**config.mk**
```make
export PLATFORM = sky130hd
export DESIGN_NAME = last_note_priority_key_stack
export DESIGN_NICKNAME = d
export VERILOG_FILES = /design/src/hw/rtl/lnp_pkg.sv /design/src/hw/rtl/lnp_ram.sv /design/src/hw/rtl/lnp_cfg.sv /design/src/hw/rtl/lnp_ctrl.sv /design/src/hw/rtl/last_note_priority_key_stack.sv
export SDC_FILE = /design/constraint.sdc
export NUM_CORES = 1
export LEC_CHECK = 0
export BUFFER_PORTS_ARGS = -buffer_cell sky130_fd_sc_hd__buf_2
export CAP_MARGIN = 20
export CORE_AREA = 2 2 112 195
export DETAILED_ROUTE_END_ITERATION = 7
export DIE_AREA = 0 0 114 197
export GPL_TIMING_DRIVEN = 0
export HOLD_SLACK_MARGIN = 0.1
export PLACE_DENSITY = 0.8
export SLEW_MARGIN = 20
export SYNTH_ARGS = -nofsm -noshare
export SYNTH_HDL_FRONTEND = slang
export SYNTH_SLANG_ARGS = --single-unit
```
**constraint.sdc**
```tcl
create_clock -name clk -period 7.3 [get_ports clk]
set_input_delay 0.365 -clock clk [delete_from_list [all_inputs] [get_ports clk]]
set_output_delay 0.365 -clock clk [all_outputs]
set_load 0.005 [all_outputs]
```
**src/hw/rtl/lnp_pkg.sv**
```systemverilog
// Shared types, widths and helper functions for the last-note-priority key stack.
// No dependencies.
package lnp_pkg;

    localparam int SLOT_COUNT_DEF = 12;

    localparam int CMD_W   = 3;
    localparam int KEY_W   = 7;
    localparam int BEND_W  = 7;
    localparam int SENS_W  = 7;
    localparam int OFF_W   = 19;
    localparam int PITCH_W = 23;

    localparam int APB_ADDR_W = 2;
    localparam int APB_DATA_W = 32;

    localparam logic [SENS_W-1:0]     SENS_RESET    = 7'd64;
    localparam logic [APB_ADDR_W-1:0] ADDR_BEND_SENS = 2'd0;

    typedef enum logic [CMD_W-1:0] {
        CMD_NOTE_ON  = 3'd0,
        CMD_NOTE_OFF = 3'd1,
        CMD_BEND     = 3'd2,
        CMD_SUSTAIN  = 3'd3,
        CMD_ALL_OFF  = 3'd4
    } cmd_t;

    typedef enum logic [2:0] {
        ST_IDLE,
        ST_SCAN,
        ST_FIN,
        ST_TOP,
        ST_EMIT
    } state_t;

    typedef struct packed {
        logic signed [PITCH_W-1:0] pitch;
        logic                      pitch_valid;
        logic                      gate;
        logic                      gate_valid;
        logic                      panic_level;
        logic                      panic_valid;
    } res_t;

    // key * 16384 + offset
    function automatic logic signed [PITCH_W-1:0] pitch_of(
        input logic [KEY_W-1:0]        k,
        input logic signed [OFF_W-1:0] off
    );
        logic signed [PITCH_W-1:0] base;
        base = $signed({2'b00, k, 14'b0});
        return base + PITCH_W'(off);
    endfunction

    // (bend - 64) * sens * 24
    function automatic logic signed [OFF_W-1:0] bend_offset_of(
        input logic [BEND_W-1:0] bv,
        input logic [SENS_W-1:0] sens
    );
        logic signed [BEND_W:0]   diff;
        logic signed [SENS_W:0]   sens_s;
        logic signed [15:0]       prod;
        logic signed [OFF_W-1:0]  prod_x;
        diff   = $signed({1'b0, bv}) - 8'sd64;
        sens_s = $signed({1'b0, sens});
        prod   = diff * sens_s;
        prod_x = OFF_W'(prod);
        return (prod_x <<< 4) + (prod_x <<< 3);
    endfunction

endpackage

```
**src/hw/rtl/lnp_ram.sv**
```systemverilog
// Generic simple dual-port RAM: one write port, one registered read port.
// No dependencies.
module lnp_ram #(
    parameter int WIDTH = 8,
    parameter int DEPTH = 16,
    localparam int AW   = (DEPTH > 1) ? $clog2(DEPTH) : 1
) (
    input  logic             clk,
    input  logic             wr_en,
    input  logic [AW-1:0]    wr_addr,
    input  logic [WIDTH-1:0] wr_data,
    input  logic             rd_en,
    input  logic [AW-1:0]    rd_addr,
    output logic [WIDTH-1:0] rd_data
);

    logic [WIDTH-1:0] mem [DEPTH];

    always_ff @(posedge clk)
    begin
        if (wr_en)
        begin
            mem[wr_addr] <= wr_data;
        end
        if (rd_en)
        begin
            rd_data <= mem[rd_addr];
        end
    end

endmodule

```
**src/hw/rtl/lnp_cfg.sv**
```systemverilog
// APB-style register block holding the bend sensitivity.
// Depends on lnp_pkg.
module lnp_cfg (
    input  logic                              clk,
    input  logic                              rst_n,
    input  logic                              psel,
    input  logic                              penable,
    input  logic                              pwrite,
    input  logic [lnp_pkg::APB_ADDR_W-1:0]    paddr,
    input  logic [lnp_pkg::APB_DATA_W-1:0]    pwdata,
    output logic [lnp_pkg::APB_DATA_W-1:0]    prdata,
    output logic                              pready,
    output logic [lnp_pkg::SENS_W-1:0]        sens
);

    logic [lnp_pkg::SENS_W-1:0] sens_reg;
    logic                       hit;

    assign pready = 1'b1;
    assign hit    = (paddr == lnp_pkg::ADDR_BEND_SENS);
    assign sens   = sens_reg;
    assign prdata = hit ? lnp_pkg::APB_DATA_W'(sens_reg) : '0;

    always_ff @(posedge clk or negedge rst_n)
    begin
        if (!rst_n)
        begin
            sens_reg <= lnp_pkg::SENS_RESET;
        end
        else if (psel && penable && pwrite && hit)
        begin
            sens_reg <= pwdata[lnp_pkg::SENS_W-1:0];
        end
    end

endmodule

```
**src/hw/rtl/lnp_ctrl.sv**
```systemverilog
// Command sequencer: walks the key stack RAM, keeps bend, sustain and panic
// state, and holds the result register. Depends on lnp_pkg.
module lnp_ctrl #(
    parameter int SLOT_COUNT = lnp_pkg::SLOT_COUNT_DEF,
    localparam int AW = $clog2(SLOT_COUNT),
    localparam int CW = $clog2(SLOT_COUNT + 1)
) (
    input  logic                        clk,
    input  logic                        rst_n,
    input  logic [lnp_pkg::SENS_W-1:0]  sens,
    input  logic                        in_valid,
    output logic                        in_stall,
    input  logic [lnp_pkg::CMD_W-1:0]   cmd,
    input  logic [lnp_pkg::KEY_W-1:0]   key,
    input  logic [lnp_pkg::BEND_W-1:0]  bend,
    input  logic                        sustain_on,
    input  logic                        any_key_held,
    output logic                        out_valid,
    input  logic                        out_stall,
    output lnp_pkg::res_t               res,
    output logic                        ram_wr_en,
    output logic [AW-1:0]               ram_wr_addr,
    output logic [lnp_pkg::KEY_W-1:0]   ram_wr_data,
    output logic                        ram_rd_en,
    output logic [AW-1:0]               ram_rd_addr,
    input  logic [lnp_pkg::KEY_W-1:0]   ram_rd_data
);

    localparam logic [CW-1:0] FULL     = CW'(SLOT_COUNT);
    localparam logic [AW-1:0] TOP_ADDR = AW'(SLOT_COUNT - 1);

    lnp_pkg::state_t                    state_reg, state_next;
    lnp_pkg::cmd_t                      cmd_reg, cmd_next;
    logic [lnp_pkg::KEY_W-1:0]          key_reg, key_next;
    logic [lnp_pkg::BEND_W-1:0]         bend_reg, bend_next;
    logic                               sus_reg, sus_next;
    logic                               held_reg, held_next;
    logic [CW-1:0]                      cnt_reg, cnt_next;
    logic [CW-1:0]                      rd_idx_reg, rd_idx_next;
    logic                               pend_reg, pend_next;
    logic [AW-1:0]                      pend_idx_reg, pend_idx_next;
    logic                               found_reg, found_next;
    logic signed [lnp_pkg::OFF_W-1:0]   offset_reg, offset_next;
    logic                               sustain_reg, sustain_next;
    logic                               armed_reg, armed_next;
    lnp_pkg::res_t                      work_reg, work_next;
    lnp_pkg::res_t                      out_reg, out_next;
    logic                               out_valid_reg, out_valid_next;

    logic                               accept;
    logic [CW-1:0]                      cnt_less;
    logic [CW-1:0]                      top_idx;

    assign accept    = in_valid && !in_stall;
    assign out_valid = out_valid_reg;
    assign res       = out_reg;

    always_ff @(posedge clk or negedge rst_n)
    begin
        if (!rst_n)
        begin
            state_reg     <= lnp_pkg::ST_IDLE;
            cnt_reg       <= '0;
            rd_idx_reg    <= '0;
            pend_reg      <= 1'b0;
            found_reg     <= 1'b0;
            offset_reg    <= '0;
            sustain_reg   <= 1'b0;
            armed_reg     <= 1'b1;
            out_valid_reg <= 1'b0;
        end
        else
        begin
            state_reg     <= state_next;
            cnt_reg       <= cnt_next;
            rd_idx_reg    <= rd_idx_next;
            pend_reg      <= pend_next;
            found_reg     <= found_next;
            offset_reg    <= offset_next;
            sustain_reg   <= sustain_next;
            armed_reg     <= armed_next;
            out_valid_reg <= out_valid_next;
        end
    end

    always_ff @(posedge clk)
    begin
        cmd_reg      <= cmd_next;
        key_reg      <= key_next;
        bend_reg     <= bend_next;
        sus_reg      <= sus_next;
        held_reg     <= held_next;
        pend_idx_reg <= pend_idx_next;
        work_reg     <= work_next;
        out_reg      <= out_next;
    end

    always_comb
    begin
        state_next     = state_reg;
        cmd_next       = cmd_reg;
        key_next       = key_reg;
        bend_next      = bend_reg;
        sus_next       = sus_reg;
        held_next      = held_reg;
        cnt_next       = cnt_reg;
        rd_idx_next    = rd_idx_reg;
        pend_next      = pend_reg;
        pend_idx_next  = pend_idx_reg;
        found_next     = found_reg;
        offset_next    = offset_reg;
        sustain_next   = sustain_reg;
        armed_next     = armed_reg;
        work_next      = work_reg;
        out_next       = out_reg;
        out_valid_next = out_valid_reg && out_stall;

        in_stall    = (state_reg != lnp_pkg::ST_IDLE);
        ram_wr_en   = 1'b0;
        ram_wr_addr = AW'(pend_idx_reg - 1'b1);
        ram_wr_data = ram_rd_data;
        ram_rd_en   = 1'b0;
        ram_rd_addr = rd_idx_reg[AW-1:0];

        cnt_less = found_reg ? cnt_reg - 1'b1 : cnt_reg;
        top_idx  = '0;

        unique case (state_reg)
            lnp_pkg::ST_IDLE:
            begin
                if (accept)
                begin
                    cmd_next   = lnp_pkg::cmd_t'(cmd);
                    key_next   = key;
                    bend_next  = bend;
                    sus_next   = sustain_on;
                    held_next  = any_key_held;
                    work_next  = '0;
                    found_next = 1'b0;
                    pend_next  = 1'b0;
                    state_next = lnp_pkg::ST_FIN;
                    if (lnp_pkg::cmd_t'(cmd) == lnp_pkg::CMD_NOTE_ON && cnt_reg == FULL)
                    begin
                        // full stack: drop the oldest, shift everything down
                        found_next  = 1'b1;
                        rd_idx_next = CW'(1);
                        state_next  = lnp_pkg::ST_SCAN;
                    end
                    else if (lnp_pkg::cmd_t'(cmd) == lnp_pkg::CMD_NOTE_OFF && !sustain_reg)
                    begin
                        rd_idx_next = '0;
                        state_next  = lnp_pkg::ST_SCAN;
                    end
                end
            end

            lnp_pkg::ST_SCAN:
            begin
                // data returned for pend_idx; slots above a removed one move down
                if (pend_reg)
                begin
                    if (found_reg)
                    begin
                        ram_wr_en = 1'b1;
                    end
                    else if (ram_rd_data == key_reg)
                    begin
                        found_next = 1'b1;
                    end
                end
                if (rd_idx_reg < cnt_reg)
                begin
                    ram_rd_en     = 1'b1;
                    pend_next     = 1'b1;
                    pend_idx_next = rd_idx_reg[AW-1:0];
                    rd_idx_next   = rd_idx_reg + 1'b1;
                end
                else
                begin
                    pend_next = 1'b0;
                    if (!pend_reg)
                    begin
                        state_next = lnp_pkg::ST_FIN;
                    end
                end
            end

            lnp_pkg::ST_FIN:
            begin
                state_next = lnp_pkg::ST_EMIT;
                case (cmd_reg)
                    lnp_pkg::CMD_NOTE_ON:
                    begin
                        if (!armed_reg)
                        begin
                            armed_next            = 1'b1;
                            work_next.panic_level = 1'b1;
                            work_next.panic_valid = 1'b1;
                        end
                        work_next.pitch       = lnp_pkg::pitch_of(key_reg, offset_reg);
                        work_next.pitch_valid = 1'b1;
                        work_next.gate        = 1'b1;
                        work_next.gate_valid  = 1'b1;
                        ram_wr_data           = key_reg;
                        if (found_reg)
                        begin
                            ram_wr_en   = 1'b1;
                            ram_wr_addr = TOP_ADDR;
                            cnt_next    = (key_reg == '0) ? FULL - 1'b1 : FULL;
                        end
                        else if (key_reg != '0)
                        begin
                            ram_wr_en   = 1'b1;
                            ram_wr_addr = cnt_reg[AW-1:0];
                            cnt_next    = cnt_reg + 1'b1;
                        end
                    end
                    lnp_pkg::CMD_NOTE_OFF:
                    begin
                        cnt_next = cnt_less;
                        top_idx  = cnt_less - 1'b1;
                        if (!held_reg)
                        begin
                            work_next.gate_valid = 1'b1;
                        end
                        else if (cnt_less != '0)
                        begin
                            ram_rd_en   = 1'b1;
                            ram_rd_addr = top_idx[AW-1:0];
                            state_next  = lnp_pkg::ST_TOP;
                        end
                    end
                    lnp_pkg::CMD_BEND:
                    begin
                        offset_next = lnp_pkg::bend_offset_of(bend_reg, sens);
                        top_idx     = cnt_reg - 1'b1;
                        if (cnt_reg != '0)
                        begin
                            ram_rd_en   = 1'b1;
                            ram_rd_addr = top_idx[AW-1:0];
                            state_next  = lnp_pkg::ST_TOP;
                        end
                    end
                    lnp_pkg::CMD_SUSTAIN:
                    begin
                        if (sustain_reg && !sus_reg)
                        begin
                            cnt_next = '0;
                        end
                        sustain_next = sus_reg;
                    end
                    lnp_pkg::CMD_ALL_OFF:
                    begin
                        cnt_next              = '0;
                        armed_next            = 1'b0;
                        work_next.gate_valid  = 1'b1;
                        work_next.panic_valid = 1'b1;
                    end
                    default:
                    begin
                    end
                endcase
            end

            lnp_pkg::ST_TOP:
            begin
                work_next.pitch       = lnp_pkg::pitch_of(ram_rd_data, offset_reg);
                work_next.pitch_valid = 1'b1;
                state_next            = lnp_pkg::ST_EMIT;
            end

            lnp_pkg::ST_EMIT:
            begin
                if (!out_valid_reg || !out_stall)
                begin
                    out_next       = work_reg;
                    out_valid_next = 1'b1;
                    state_next     = lnp_pkg::ST_IDLE;
                end
            end

            default:
            begin
                state_next = lnp_pkg::ST_IDLE;
            end
        endcase
    end

endmodule

```
**src/hw/rtl/last_note_priority_key_stack.sv**
```systemverilog
// Last-note-priority key stack. One request at a time; an accepted request runs a slot walk
// (SCAN: note off without sustain, note on into a full stack), then FIN, then a newest-key
// read (TOP: bend, or held-key note off, with keys left), then EMIT loads the result.
// Next request is taken the cycle after the result loads; a stalled result holds the block.
// Reset (rst_n low, async) empties the stack at once via the fill count,
// zeroes the bend offset, clears sustain, arms panic and sets sensitivity 64.
module last_note_priority_key_stack #(
    parameter int SLOT_COUNT = lnp_pkg::SLOT_COUNT_DEF
) (
    input  logic                                clk,
    input  logic                                rst_n,
    input  logic                                psel,
    input  logic                                penable,
    input  logic                                pwrite,
    input  logic [lnp_pkg::APB_ADDR_W-1:0]      paddr,
    input  logic [lnp_pkg::APB_DATA_W-1:0]      pwdata,
    output logic [lnp_pkg::APB_DATA_W-1:0]      prdata,
    output logic                                pready,
    input  logic                                in_valid,
    output logic                                in_stall,
    input  logic [lnp_pkg::CMD_W-1:0]           cmd,
    input  logic [lnp_pkg::KEY_W-1:0]           key,
    input  logic [lnp_pkg::BEND_W-1:0]          bend,
    input  logic                                sustain_on,
    input  logic                                any_key_held,
    output logic                                out_valid,
    input  logic                                out_stall,
    output logic signed [lnp_pkg::PITCH_W-1:0]  pitch,
    output logic                                pitch_valid,
    output logic                                gate,
    output logic                                gate_valid,
    output logic                                panic_level,
    output logic                                panic_valid
);

    localparam int AW = $clog2(SLOT_COUNT);

    logic [lnp_pkg::SENS_W-1:0] sens;
    lnp_pkg::res_t              res;
    logic                       ram_wr_en;
    logic [AW-1:0]              ram_wr_addr;
    logic [lnp_pkg::KEY_W-1:0]  ram_wr_data;
    logic                       ram_rd_en;
    logic [AW-1:0]              ram_rd_addr;
    logic [lnp_pkg::KEY_W-1:0]  ram_rd_data;

    lnp_cfg u_cfg (
        .clk     (clk),
        .rst_n   (rst_n),
        .psel    (psel),
        .penable (penable),
        .pwrite  (pwrite),
        .paddr   (paddr),
        .pwdata  (pwdata),
        .prdata  (prdata),
        .pready  (pready),
        .sens    (sens)
    );

    lnp_ram #(
        .WIDTH (lnp_pkg::KEY_W),
        .DEPTH (SLOT_COUNT)
    ) u_slots (
        .clk     (clk),
        .wr_en   (ram_wr_en),
        .wr_addr (ram_wr_addr),
        .wr_data (ram_wr_data),
        .rd_en   (ram_rd_en),
        .rd_addr (ram_rd_addr),
        .rd_data (ram_rd_data)
    );

    lnp_ctrl #(
        .SLOT_COUNT (SLOT_COUNT)
    ) u_ctrl (
        .clk          (clk),
        .rst_n        (rst_n),
        .sens         (sens),
        .in_valid     (in_valid),
        .in_stall     (in_stall),
        .cmd          (cmd),
        .key          (key),
        .bend         (bend),
        .sustain_on   (sustain_on),
        .any_key_held (any_key_held),
        .out_valid    (out_valid),
        .out_stall    (out_stall),
        .res          (res),
        .ram_wr_en    (ram_wr_en),
        .ram_wr_addr  (ram_wr_addr),
        .ram_wr_data  (ram_wr_data),
        .ram_rd_en    (ram_rd_en),
        .ram_rd_addr  (ram_rd_addr),
        .ram_rd_data  (ram_rd_data)
    );

    assign pitch       = res.pitch;
    assign pitch_valid = res.pitch_valid;
    assign gate        = res.gate;
    assign gate_valid  = res.gate_valid;
    assign panic_level = res.panic_level;
    assign panic_valid = res.panic_valid;

endmodule

```
==> impl_results.md, run 1 <==
* Vias at 8177
* HP Class: in2reg
* GPL Wtd Cong at 0.894
* Period minus WS final at 6.48 ns
* Initial cell density of the core at 58.9%
* Crit share post-route at 88.7%
* Worst path slowest cell: fa_1
* EDFF count, synth at 164
* DRT antenna net count at 0
* Setup TNS at 0 ns
* M2 GR Usage at 48.1%
* Post-synthesis sequential area ratio at 48.1%
* Root Driver: clkbuf_16
* RSZ-0062 raised after global routing: false
* Ranking of synthesized cells by area: edfxtp_1 40%, dfrtp_1 7.5%, fa_1 7.3%
* Die Y at 197 um
* CTS max path bufs at 3
* Hold Fails Final Rpt at 0
* Most frequent cell after synthesis: edfxtp_1
* Area grow syn2layout at 14.9%
* Synth top area share at 40.1%
* Max-slew headroom at 31.5%
* Yosys warnings at 0
* Worst Tran Pin Value at 1.00 ns
* Num ports at 123
* Slew Viols, Final at 0
* Maxcap violations at 0
* Global routing usage on met1 at 23.8%
* Largest register FFs at 84
* Post-Syn Area at 12300 um2
* Worst EP arrival at 6.84 ns
* Vias in the first global route at 8507
* Clock skew at 0.0210 ns
* CTS Sinks at 203
* Pre-Repair DR Iteration Count at 5
* Setup violators final at 0
* DRC viols at 0
* GR peak layer: met2
* Die ar. at 22500 um2
* Synth top cells by count: 164 x edfxtp_1, 105 x inv_1, 62 x ha_1
* Top FF cell, synth: edfxtp_1
* Result of the run: finished, final reports clean
* Syn Inst Count at 1031
* Syn_area_per_cell at 11.9 um2
* Vias per inst at 5.65
* Layout cells sized above 1 at 16.8%
* Gr usage total at 24.0%
* Distinct cell type count after synthesis at 82
* CTS tree: built
* Yosys reg bits at 203
* First-pass GRT wire length at 42000 um
* DP HPWL at 19900 um
* Post-cts sizing count at 0
* Worst Setup End Kind: flop
* Dominant cell type by area after synthesis: edfxtp_1
* DRT Wirelength at 26600 um
* Std cell rows at 70
* H-tree depth at 1
* FFs w/ async S/R, synth at 19.2%
* Largest net degree at the start of global routing at 40
* Gr ovfl total at 0
* Hold Path Depth at 3
* Total Nets Final at 1345
* DR WL/cell at 18.4 um
* Worst R2R Path Depth at 22
* Worst path required time at 7.67 ns
* CP max FO at 7
* Largest stage delay, worst path at 0.54 ns
* GR Util met3 at 2.68%
* Worst-skew pair later-pin latency at 0.50 ns
* Num CTS Buffers at 21
* Kind of critical path: reg2reg
* Crit-path cells: and2_1, fa_1, inv_1, fa_1, inv_1, fa_1, inv_1, fa_1, inv_1, ha_1, and3_1, a2111o_1, o2111a_1, or3_1, and2_1, ha_1, nand3_1, a211oi_1, nor4_1, o41ai_1, xnor2_1, o21ai_1
* Clock slew at reported path FFs at 0.06 ns
* Die Span X at 114 um
* Fmax at 154 MHz
* Antenna violations before repair at 1
* PortBufs at 68
* Crit path launch type: flop
* Initial detailed-routing violation count at 432
* Core Region at 20800 um2
==> metal layers <==
layer	vias to the layer above	routed length, um
met4	0	1230
met3	64	981
met2	215	15100
met1	4011	9290
li1	3887	-
met5	-	0
==> worst max-delay path, delay by kind of cell (launching register included) <==
family | cells | cell delay [ns]
compound gates | 5 | 1.57
fa+ha+maj | 6 | 2.74
flops | 1 | 0.50
xor+xnor | 1 | 0.19
simple gates | 6 | 1.15
buf+inv | 4 | 0.21
==> stage by stage <==
stage,utilization [%],cell area (um2),worst slack (ns),hold slack (ns),instances
3_3_place_gp,62.5,13000,0.914,0.402,1378
4_1_cts,67.6,14100,0.796,0.256,1445
6_report,67.6,14100,0.822,0.262,1446
3_5_place_dp,62.7,13100,0.822,0.405,1380
2_1_floorplan,-,12400,1.37,0.0694,1058
5_1_grt,67.6,14100,0.472,0.269,1445
==> cell usage in the layout (no fill, tap or decap), types with 7 or more instances in the layout <==
cell type,instances
buf_4,30
edfxtp_1,164
ha_1,62
nand3_1,10
xor2_1,19
a21o_1,9
dfrtp_1,37
a221o_1,9
fa_1,45
clkbuf_1,13
nand2_1,55
mux2i_1,53
o21ai_0,38
and2_1,60
nand2b_1,16
mux2_2,28
nor3_1,17
dlygate4sd3_1,27
buf_2,71
nor2b_1,12
a21oi_1,31
nor2_1,55
clkbuf_16,21
conb_1,29
buf_6,7
xnor2_1,28
nor3b_1,9
a211oi_1,14
inv_1,105
==> logic make-up after synthesis <==
family,count (synthesis),synth area share (%)
AND/OR/NAND/NOR,275,12.4
other,2,0.0612
multiplexers,82,7.02
XOR/XNOR,49,3.67
buffers and inverters,158,6.32
adder cells (fa/ha/maj),107,13.7
flip-flops,203,48.1
AO/OA/AOI/OAI,155,8.73
==> final cells by class <==
cell class	count	area, um2
buffer	50	360
clock buffer	24	537
fill	1506	6740
timing repair buffer	97	649
clock inverter	14	213
multi-input combinational	697	5710
antenna	1	2.50
inverter	108	415
sequential	203	5900
tap	252	315
==> path summary, 6_finish.rpt <==
check                                               endpoint                               from  slack [ns]
max                        u_ctrl.offset_reg[18]$_DFFE_PN0P_       u_ctrl.bend_reg[3]$_DFFE_PP_        0.82
min                               u_ctrl.out_valid$_DFF_PN0_                          out_stall        0.26
max reg2reg                u_ctrl.offset_reg[18]$_DFFE_PN0P_       u_ctrl.bend_reg[3]$_DFFE_PP_        0.82
min reg2reg                         u_ctrl.res[17]$_DFFE_PP_  u_ctrl.work_reg[17]$_SDFFCE_PN0P_        0.41
max in group asynchronous  u_ctrl.offset_reg[10]$_DFFE_PN0P_                              rst_n        6.16
min in group asynchronous     u_ctrl.sustain_reg$_DFFE_PN0P_                              rst_n        0.52
==> what timing repair did <==
action / in CTS / in global routing
hold buffers: 27 / 0
hold endpoints to repair: 63 / 0
setup buffers: 0 / 0
Power of run 1 is left out: the tool's default activity adds up to more than one toggle a clock period on the data nets, which glitch-free logic cannot reach.
==> run 2: changes to the inputs <==
- CORE_AREA: 2 2 112 195 -> 2 2 156 273
- CTS_BUF_LIST: default -> sky130_fd_sc_hd__clkbuf_4 sky130_fd_sc_hd__clkbuf_8
- DIE_AREA: 0 0 114 197 -> 0 0 158 275
- PLACE_DENSITY: 0.8 -> 0.47
==> impl_results.md, run 2 (same netlist as run 1, synthesis figures left out) <==
* Std cell rows at 99 (was 70)
* Die Y at 275 um (was 197 um)
* Worst-skew pair later-pin latency at 0.60 ns (was 0.50 ns)
* Antenna violations before repair at 2 (was 1)
* Slew Viols, Final at 0 (unchanged)
* Worst EP arrival at 6.93 ns (was 6.84 ns)
* Fill cells at 4185 (was 1506)
* Fmax at 154 MHz (about the same)
* Area of the multi-input gates at 5720 um2 (was 5710 um2)
* DRT antenna net count at 0 (unchanged)
* Die Span X at 158 um (was 114 um)
* Hold Path Depth at 5 (was 3)
* DR WL/cell at 17.0 um (was 18.4 um)
* Num CTS Buffers at 31 (was 21)
* Maxcap violations at 0 (unchanged)
* PortBufs at 68 (unchanged)
* Worst R2R Path Depth at 19 (was 22)
* Setup violators final at 0 (unchanged)
* Vias per inst at 4.54 (was 5.65)
* RSZ-0062 raised after global routing: false (unchanged)
* Crit share post-route at 88.9% (was 88.7%)
* Period minus WS final at 6.49 ns (was 6.48 ns)
* Initial detailed-routing violation count at 236 (was 432)
* Setup TNS at 0 ns (unchanged)
* Commonest non-fill, non-tap cell in the layout: edfxtp_1 (unchanged)
* CTS max path bufs at 3 (unchanged)
* Pre-Repair DR Iteration Count at 4 (was 5)
* Die ar. at 43500 um2 (was 22500 um2)
* Initial cell density of the core at 29.7% (was 58.9%)
* GPL Wtd Cong at 0.839 (was 0.894)
* Worst Tran Pin Value at 1.03 ns (was 1.00 ns)
* DRC viols at 0 (unchanged)
* H-tree depth at 1 (unchanged)
* Num ports at 123 (unchanged)
* Hold Fails Final Rpt at 0 (unchanged)
* Commonest cells after routing, fill and taps aside: 164 x edfxtp_1, 105 x inv_1, 70 x buf_2, 62 x ha_1, 60 x and2_1 (was 164 x edfxtp_1, 105 x inv_1, 71 x buf_2, 62 x ha_1, 60 x and2_1)
* Area grow syn2layout at 17.9% (was 14.9%)
* Worst path required time at 7.74 ns (was 7.67 ns)
* Layout cells sized above 1 at 18.5% (was 16.8%)
* Max-slew headroom at 31.5% (about the same)
* Worst Setup End Kind: flop (unchanged)
* DRT Wirelength at 30100 um (was 26600 um)
* Kind of critical path: reg2reg (unchanged)
* Result of the run: finished, final reports clean (unchanged)
* Clock skew at 0.0439 ns (was 0.0210 ns)
* Gr usage total at 14.1% (was 24.0%)
* HP Class: in2reg (unchanged)
* Core Region at 41400 um2 (was 20800 um2)
* CTS tree: built (unchanged)
* CTS Sinks at 203 (unchanged)
* Total Nets Final at 1355 (was 1345)
* DP HPWL at 23300 um (was 19900 um)
* Clock slew at reported path FFs at 0.07 ns (was 0.06 ns)
* CP max FO at 9 (was 7)
* Largest net degree at the start of global routing at 40 (unchanged)
* Vias at 8024 (was 8177)
* Gr ovfl total at 0 (unchanged)
* Reg2reg setup slack at 0.81 ns (was 0.82 ns)
* First-pass GRT wire length at 46800 um (was 42000 um)
* Vias in the first global route at 8547 (was 8507)
* Crit path launch type: flop (unchanged)
* Root Driver: clkbuf_8 (was clkbuf_16)
* Register area at 5900 um2 (unchanged)
* Largest register FFs at 84 (unchanged)
## run 2: path summary, 6_finish.rpt
path	start	to
setup reg to reg	u_cfg.sens[0]$_DFFE_PN0P_	u_ctrl.offset_reg[18]$_DFFE_PN0P_
hold / removal	in_valid	u_ctrl.state_reg[1]$_DFFE_PN0P_
hold reg to reg	u_ctrl.work_reg[14]$_SDFFCE_PN0P_	u_ctrl.res[14]$_DFFE_PP_
setup / recovery	u_cfg.sens[0]$_DFFE_PN0P_	u_ctrl.offset_reg[18]$_DFFE_PN0P_
min in group asynchronous	rst_n	u_ctrl.cnt_reg[2]$_DFFE_PN0P_
max in group asynchronous	rst_n	u_ctrl.offset_reg[5]$_DFFE_PN0P_
## run 2: repair_timing
item,4_1_cts,5_1_grt
endpoints found under the hold margin,65,0
buffers inserted,0,0
hold buffers,28,0
resized for setup,0,0
## run 2: routing by layer
metal | vias to the layer above | part of all wire [%] | wire (um) | track usage (%)
li1 | 3909 | - | - | -
met1 | 3898 | 35 | 10600 | 13.7
met2 | 155 | 58 | 17500 | 29.2
met3 | 60 | 3.0 | 894 | 1.70
met4 | 2 | 3.7 | 1110 | 5.69
met5 | - | 0.037 | 11 | 0
## run 2: cell type report
class | instances | area share (%)
Antenna cell | 1 | 0.0173
Buffer | 50 | 2.49
Clock buffer | 49 | 4.10
Clock inverter | 9 | 0.865
Inverter | 108 | 2.87
Multi-Input combinational cell | 697 | 39.5
Sequential cell | 203 | 40.8
Tap cell | 555 | 4.80
Timing Repair Buffer | 97 | 4.50
## run 2: worst max-delay path, stage by stage, from the launching register on
cell,delay (ns)
dfrtp_1,0.54
nor2b_1,0.77
fa_1,0.57
fa_1,0.49
inv_1,0.05
fa_1,0.52
inv_1,0.04
ha_1,0.34
and3_1,0.17
a2111o_1,0.46
o2111a_1,0.29
or3_1,0.35
and2_1,0.21
ha_1,0.33
nand3_1,0.08
a211oi_1,0.33
nor4_1,0.10
o41ai_1,0.41
xnor2_1,0.18
o21ai_1,0.07
## run 2: stage by stage
stage          instances  area (um2)  util (%)  setup slack, ns  hold slack (ns)
2_1_floorplan       1058       12400         -             1.37           0.0694
3_3_place_gp        1681       13400      32.4            0.807            0.404
3_5_place_dp        1682       13500      32.5            0.760            0.405
4_1_cts             1768       14500      34.9            0.688            0.210
5_1_grt             1769       14500      35.0            0.427            0.282
6_report            1769       14500      35.0            0.809            0.248
Power of run 2 is left out for the same reason.
